--- config.mk ---
export PLATFORM = sky130hd
export DESIGN_NAME = bcrc_row_count
export DESIGN_NICKNAME = d
export VERILOG_FILES = /design/src/broken_contact_range_counter_defines.svh /design/src/bcrc_pkg.sv /design/src/bcrc_row_count.sv
export SDC_FILE = /design/constraint.sdc
export NUM_CORES = 2
export LEC_CHECK = 0
export BUFFER_PORTS_ARGS = -buffer_cell sky130_fd_sc_hd__buf_2
export CORE_MARGIN = 1
export CORE_UTILIZATION = 52
export DETAILED_ROUTE_END_ITERATION = 10
export MAX_ROUTING_LAYER = met4
export PLACE_DENSITY = 0.79
export SYNTH_ARGS = -nofsm -noshare
export SYNTH_HDL_FRONTEND = slang
export SYNTH_SLANG_ARGS = --single-unit
export TNS_END_PERCENT = 5
--- constraint.sdc ---
create_clock -name clock -period 3.75 [get_ports clock]
set_input_delay 0 -clock clock [delete_from_list [all_inputs] [get_ports clock]]
set_output_delay 0 -clock clock [all_outputs]
set_load 0.05 [all_outputs]
--- src/broken_contact_range_counter_defines.svh ---
// Assertion macros for the contact range counter.
`ifndef BROKEN_CONTACT_RANGE_COUNTER_DEFINES_SVH
`define BROKEN_CONTACT_RANGE_COUNTER_DEFINES_SVH

`ifndef SYNTHESIS

// The consequent must hold in the same cycle as the antecedent.
`define BCRC_ASSERT_SAME(label, clk, rst, ante, cons) \
   label: assert property (@(posedge clk) disable iff (rst) (ante) |-> (cons)) \
      else $error("assertion failed: same-cycle implication");

// The consequent must hold in the cycle after the antecedent.
`define BCRC_ASSERT_NEXT(label, clk, rst, ante, cons) \
   label: assert property (@(posedge clk) disable iff (rst) (ante) |=> (cons)) \
      else $error("assertion failed: next-cycle implication");

`else

`define BCRC_ASSERT_SAME(label, clk, rst, ante, cons)
`define BCRC_ASSERT_NEXT(label, clk, rst, ante, cons)

`endif

`endif

--- src/bcrc_pkg.sv ---
// Shared types and constants of the contact range counter.
`timescale 1ns / 1ps

package bcrc_pkg;

   localparam int MAX_RESIDUES_DEF = 256;

   // Masked population count is taken in chunks, then in groups of chunks.
   localparam int CHUNK_W = 8;
   localparam int GROUP_N = 8;

   localparam logic [8:0]  RESIDUE_COUNT_RESET = 9'd256;
   localparam logic [15:0] COUNT_MAX           = 16'hFFFF;

   localparam logic [1:0] OP_CLEAR = 2'd0;
   localparam logic [1:0] OP_ADD   = 2'd1;
   localparam logic [1:0] OP_QUERY = 2'd2;

   localparam logic [1:0] ST_OK    = 2'd0;
   localparam logic [1:0] ST_RANGE = 2'd1;
   localparam logic [1:0] ST_SELF  = 2'd2;

   typedef struct packed {
      logic [1:0] opcode;
      logic [7:0] first_residue;
      logic [7:0] second_residue;
   } req_type;

   typedef struct packed {
      logic [15:0] broken_count;
      logic [15:0] intra_count;
      logic [1:0]  status;
   } rsp_type;

   // Control from the sequencer to the row counting unit.
   typedef struct packed {
      logic acc_clear;
      logic row_valid;
   } cnt_ctl_type;

endpackage

--- src/bcrc_row_count.sv ---
// Pipelined masked population count of matrix rows with range accumulators.
`timescale 1ns / 1ps

module bcrc_row_count import bcrc_pkg::*; #(
   parameter int MAX_RES = MAX_RESIDUES_DEF,
   localparam int ACC_W = $clog2(MAX_RES * MAX_RES + 1)
) (
   input  logic               clock,
   input  logic               reset,
   input  cnt_ctl_type        ctl,
   input  logic [MAX_RES-1:0] row_data,
   input  logic [MAX_RES-1:0] mask,
   output logic [ACC_W-1:0]   in_sum,
   output logic [ACC_W-1:0]   out_sum,
   output logic               pipe_busy
);

   localparam int NCH   = (MAX_RES + CHUNK_W - 1) / CHUNK_W;
   localparam int NGR   = (NCH + GROUP_N - 1) / GROUP_N;
   localparam int NCHP  = NGR * GROUP_N;
   localparam int PAD_W = NCHP * CHUNK_W;
   localparam int CW    = $clog2(CHUNK_W + 1);
   localparam int GW    = $clog2(CHUNK_W * GROUP_N + 1);

   logic [PAD_W-1:0] in_bits;
   logic [PAD_W-1:0] out_bits;
   logic [CW-1:0]    chunk_in_in  [NCHP];
   logic [CW-1:0]    chunk_out_in [NCHP];
   logic [CW-1:0]    chunk_in_ff  [NCHP];
   logic [CW-1:0]    chunk_out_ff [NCHP];
   logic [GW-1:0]    grp_in_in    [NGR];
   logic [GW-1:0]    grp_out_in   [NGR];
   logic [GW-1:0]    grp_in_ff    [NGR];
   logic [GW-1:0]    grp_out_ff   [NGR];
   logic [ACC_W-1:0] row_in_cnt;
   logic [ACC_W-1:0] row_out_cnt;
   logic             v1_ff;
   logic             v2_ff;
   logic [ACC_W-1:0] acc_in_ff;
   logic [ACC_W-1:0] acc_out_ff;

   assign in_bits  = PAD_W'(row_data & mask);
   assign out_bits = PAD_W'(row_data & ~mask);

   always_comb begin
      for (int k = 0; k < NCHP; k++) begin
         chunk_in_in[k]  = '0;
         chunk_out_in[k] = '0;
         for (int j = 0; j < CHUNK_W; j++) begin
            chunk_in_in[k]  = chunk_in_in[k]  + CW'(in_bits[k*CHUNK_W + j]);
            chunk_out_in[k] = chunk_out_in[k] + CW'(out_bits[k*CHUNK_W + j]);
         end
      end
   end

   always_comb begin
      for (int g = 0; g < NGR; g++) begin
         grp_in_in[g]  = '0;
         grp_out_in[g] = '0;
         for (int k = 0; k < GROUP_N; k++) begin
            grp_in_in[g]  = grp_in_in[g]  + GW'(chunk_in_ff[g*GROUP_N + k]);
            grp_out_in[g] = grp_out_in[g] + GW'(chunk_out_ff[g*GROUP_N + k]);
         end
      end
   end

   always_comb begin
      row_in_cnt  = '0;
      row_out_cnt = '0;
      for (int g = 0; g < NGR; g++) begin
         row_in_cnt  = row_in_cnt  + ACC_W'(grp_in_ff[g]);
         row_out_cnt = row_out_cnt + ACC_W'(grp_out_ff[g]);
      end
   end

   always_ff @(posedge clock) begin
      chunk_in_ff  <= chunk_in_in;
      chunk_out_ff <= chunk_out_in;
      grp_in_ff    <= grp_in_in;
      grp_out_ff   <= grp_out_in;
   end

   always_ff @(posedge clock) begin
      if (reset) begin
         v1_ff      <= 1'b0;
         v2_ff      <= 1'b0;
         acc_in_ff  <= '0;
         acc_out_ff <= '0;
      end else begin
         v1_ff <= ctl.row_valid;
         v2_ff <= v1_ff;
         if (ctl.acc_clear) begin
            acc_in_ff  <= '0;
            acc_out_ff <= '0;
         end else if (v2_ff) begin
            acc_in_ff  <= acc_in_ff  + row_in_cnt;
            acc_out_ff <= acc_out_ff + row_out_cnt;
         end
      end
   end

   assign in_sum    = acc_in_ff;
   assign out_sum   = acc_out_ff;
   assign pipe_busy = v1_ff | v2_ff;

endmodule

=== Word level (Yosys, flattened, before mapping) ===
Cells that the tools add are included.

* Bits in registers: 348
* Input port bits: 516
* Output and inout bits: 35
* Word-level logic and storage cells: 593

* $add $sub $neg: 512
* Bitwise logic cells: 4
* Reductions and logical operators: 1

{| class="wikitable"
|+ Operator list
! kind !! number
|-
| 4-bit by 1-bit adder with 4-bit output || 256
|-
| 256-bit bitwise AND || 2
|-
| 3-bit by 1-bit adder with 4-bit output || 64
|-
| 256-bit NOT || 1
|-
| 7-bit by 4-bit adder with 7-bit output || 32
|-
| 2-bit by 1-bit adder with 3-bit output || 64
|-
| 1-bit by 1-bit adder with 2-bit output || 64
|-
| 6-bit by 4-bit adder with 7-bit output || 8
|-
| 5-bit by 4-bit adder with 6-bit output || 8
|-
| 4-bit by 4-bit adder with 5-bit output || 8
|-
| 17-bit by 10-bit adder with 17-bit output || 2
|-
| 9-bit by 7-bit adder with 10-bit output || 2
|-
| 8-bit by 7-bit adder with 9-bit output || 2
|-
| 7-bit by 7-bit adder with 8-bit output || 2
|-
| 2-bit OR reduction || 1
|-
| 1-bit OR || 1
|}

=== Logic depth before layout (Yosys ltp) ===
* Depth after elaboration: 9
* Gate-level depth with buffers: 14

=== Worst setup path after synthesis ===
Ideal clock, no wire load.

* Path type: flip-flop to flip-flop
* Start point: register acc_out_ff[2] (netlist: out_sum[2])
* End point: register acc_out_ff[8] (netlist: out_sum[8])
* Library setup time: 0.063 ns
* Arrival: 3.771 ns
* Required time: 3.687 ns
* Path slack: -0.084 ns
* Cell stages (with the launch flop): 15
* Path buffers: 0
* Clock period less this slack: 3.834 ns
* Path through: dfxtp_1 inv_1 fa_1 inv_1 fa_1 inv_1 fa_1 inv_1 ha_1 a211oi_2 o21bai_1 a21oi_1 nor2_1 or3_1 nand3_1

* Word-level cells in the longest chain between the ends: 1

{| class="wikitable"
|+ Ends and longest elaborated chain
! item !! line !! source
|-
| start: declaration || bcrc_row_count.sv:40 || <nowiki>logic [ACC_W-1:0] acc_out_ff;</nowiki>
|-
| start signal: assignment || bcrc_row_count.sv:97 || <nowiki>acc_out_ff <= acc_out_ff + row_out_cnt;</nowiki>
|-
| 17-bit by 10-bit adder with 17-bit output || bcrc_row_count.sv:97 ||
|}

Every way passes these cells.
A chain may end at the register's enable or synchronous reset.

==> impl_metrics.toml <==
[routing]
wirelength_um = 64230
vias_per_cell = 4.551
drtPass1Iterations = 5
vias = 19870
drtAntennaViolNets = 0
wl_per_cell_um = 14.71
drt_iter0_drc = 693
drc = 0

[floorplan]
start_util = 0.5255
die_width_um = 237.7
die-area_um2 = 56510
row_count = 86
die-height_um = 237.7
coreArea_um2 = 54990
ios = 551

[logic_synthesis]
synth_cells = 2900
synth-compound-area-share = 0.03235
synth_fp_nets = 4172
ys_ff_latch = 348
synthAdderAreaFrac = 0.4521
synth_edf_count = 0
synth_top_family_by_area = "adder cells"
ys_seq_area_frac = 0.2411
syn_area_um2 = 28890
synth_cell_type_count = 44
yosysWarnings = 0
synthMuxAreaShare = 0.002425
synth_xor_area_frac = 0.02971
avgSynthCellArea_um2 = 9.963
synth-async-reset-ratio = 0
synthFlopType = "dfxtp_1"
synth-simple-area-share = 0.1310

[global_route]
overflow = 0
grt_max_degree = 32
gr-usage-all-layers = 0.2480
grt_pass1_wl_um = 105500
grt_pass1_vias = 22010
antenna_found_initial = 9

[job]
drv_cap = 0

[power]
fin_total_pwr_w = 0.03147
power_leakage_nw = 18.57
powerDensity_nw_per_um2 = 896.6
ir_drop_v = 0.0007341

[min_path]
holdPathEnd = "chunk_in_ff[33]$_DFF_P_"
hold_path.class = "primary input to flip-flop"
worstHoldStart = "mask[191]"
holdPathStages = 5

[final_layout]
final_area_um2 = 35100
syn_to_final_growth_pct = 21.49
final_nets = 4857
layout_commonest_cell = "inv_1"
layout-drive-gt1-share = 0.1818
final_cells = 4367
layout_common_cells = "847 x inv_1, 550 x buf_2, 476 x fa_1"

[sta]
worst_slack_ns = 0.09472
post-route-period-util = 0.9747
report.final.slew_viol_count = 0
fmax_mhz = 273.6
tns_ns = 0
grt_setup_unrepaired = "yes"
final-hold-violation-count = 0
worst_slew_pin_slew_ns = 0.7717
setup_viol = 0
period_needed_ns = 3.655
clock_skew_ns = 0.01350
slew_headroom = 0.4836

[clock_network]
cts_tree = "yes"
cts_root_buf = "clkbuf_16"
clk_pin_slew_ns = 0.06
worstSkewPairLatency_ns = 0.54
htree_levels = 2
numCtsBuffers = 38
clock-sinks = 348
clockBufferDepth = 3

[critical_path]
endpoint_kind = "flip-flop"
cpPeakStageDelay_ns = 0.54
r2r_setup_slack_ns = 0.09
start_kind = "flip-flop"
cp_data_arrival_time_ns = 4.09
cpMaxStageDelayCell = "fa_1"
crit_path_cell_trace = "inv_1, fa_1, inv_1, fa_1, fa_1, inv_1, fa_1, inv_1, ha_1, fa_2, a21o_1, a21o_1"
crit_type = "flip-flop to flip-flop"
rr_startpoint = "chunk_out_ff[2]$_DFF_P_"
r2r_end = "grp_out_ff[6]$_DFF_P_"
rr_worst_depth = 12
cp.required_ns = 4.18
crit_fanout = 2

[place]
post-place-ws_ns = 0.05244
globalplace.congestion = 0.9290
placedCellCount = 4192
dp_hpwl_um = 54800
portBuffers = 550
dpl_cell_area_um2 = 32560

[status]
status = "finished clean"
## cell families (layout without fill, tap and decap cells)
| family | Yosys count | in the layout |
|---|---|---|
| compound gates | 157 | 157 |
| xor+xnor | 98 | 98 |
| fa+ha+maj | 756 | 756 |
| buf+inv | 856 | 1570 |
| flops | 348 | 348 |
| mux | 7 | 7 |
| other cells | 0 | 5 |
| simple gates | 678 | 678 |
## critical path, delay by kind of cell (launching register included)
family          cells  cell delay [ns]
buf+inv             4             0.21
fa+ha+maj           6             2.68
compound gates      2             0.34
flops               1             0.32
## cell usage after synthesis (3+ instances only)
master,count,area share
inv_1,847,0.11
mux2i_1,7,0.0024
fa_1,480,0.33
o22ai_1,3,0.00065
o211ai_1,3,0.00078
xor2_1,33,0.010
nand2b_1,136,0.029
clkbuf_1,4,0.00052
and3_1,4,0.00087
nor2b_1,206,0.045
o21ai_0,15,0.0026
a211oi_1,6,0.0016
a21oi_1,91,0.016
ha_1,276,0.12
o21ai_1,7,0.0012
dfxtp_1,348,0.24
nand3_1,12,0.0021
nor2_1,32,0.0042
nor3_1,7,0.0012
and2_1,129,0.028
a21o_1,16,0.0042
xnor2_1,65,0.020
nand2_1,142,0.018
or3_1,4,0.00087
## layout make-up
type                    instances  area (um2)
fillers                      4380       19880
multi-input cells            1696       18820
flip-flops and latches        348        6970
repair buffers                652        3766
inverters                     849        3187
clock buffers                  45        1071
well taps                     748       935.9
clock inverters                24       339.1
diodes                          5       12.51
## layer usage
layer  part of all wire  up-vias  wire, um  global-route usage
met4              0.029        0      1852             0.07507
li1                   -     9791         -                   -
met1               0.41     9563     26070              0.2898
met3              0.050      111      3223             0.04680
met5                  0        -         0                   -
met2               0.52      409     33080              0.4317
## stage by stage
step	utilization	hold WS, ns
after global placement	0.5922	0.2286
after detailed placement	0.5922	0.2228
after global routing	0.6384	0.1065
after CTS	0.6359	0.06299
after floorplan	-	0.07161
final	0.6384	0.09727
## report_power, final
group / internal (W) / total, W / switching [W]
sequential: 0.00511 / 0.00560 / 0.000491
combinational: 0.00955 / 0.0217 / 0.0122
clock: 0.00255 / 0.00415 / 0.00160
## sequential cells by signal, indices dropped and copies added (netlist names)
register,count
out_sum,17
grp_out_ff,28
chunk_in_ff,128
chunk_out_ff,128
in_sum,17
v2_ff,1
v1_ff,1
grp_in_ff,28
## repair_timing
| action | 4_1_cts | 5_1_grt |
|---|---|---|
| pin swaps | 0 | 20 |
| setup endpoints to repair | 2 | 27 |
| hold endpoints to repair | 77 | 0 |
| resized for setup | 1 | 26 |
| buffers inserted | 0 | 2 |
| hold buffers | 99 | 0 |
## how the worst max path moves through the flow
stage	start	end	slack, ns
2_1_floorplan	out_sum[5]$_SDFFE_PP0P_	out_sum[12]$_SDFFE_PP0P_	-0.06
6_report	chunk_out_ff[2]$_DFF_P_	grp_out_ff[6]$_DFF_P_	0.09
3_3_place_gp	chunk_out_ff[2]$_DFF_P_	grp_out_ff[6]$_DFF_P_	0.09
5_1_grt	chunk_out_ff[66]$_DFF_P_	grp_out_ff[20]$_DFF_P_	-0.04
3_5_place_dp	out_sum[1]$_SDFFE_PP0P_	out_sum[13]$_SDFFE_PP0P_	0.05
4_1_cts	out_sum[1]$_SDFFE_PP0P_	out_sum[15]$_SDFFE_PP0P_	0.02
No activity file was read; power rests on OpenSTA's default activity.
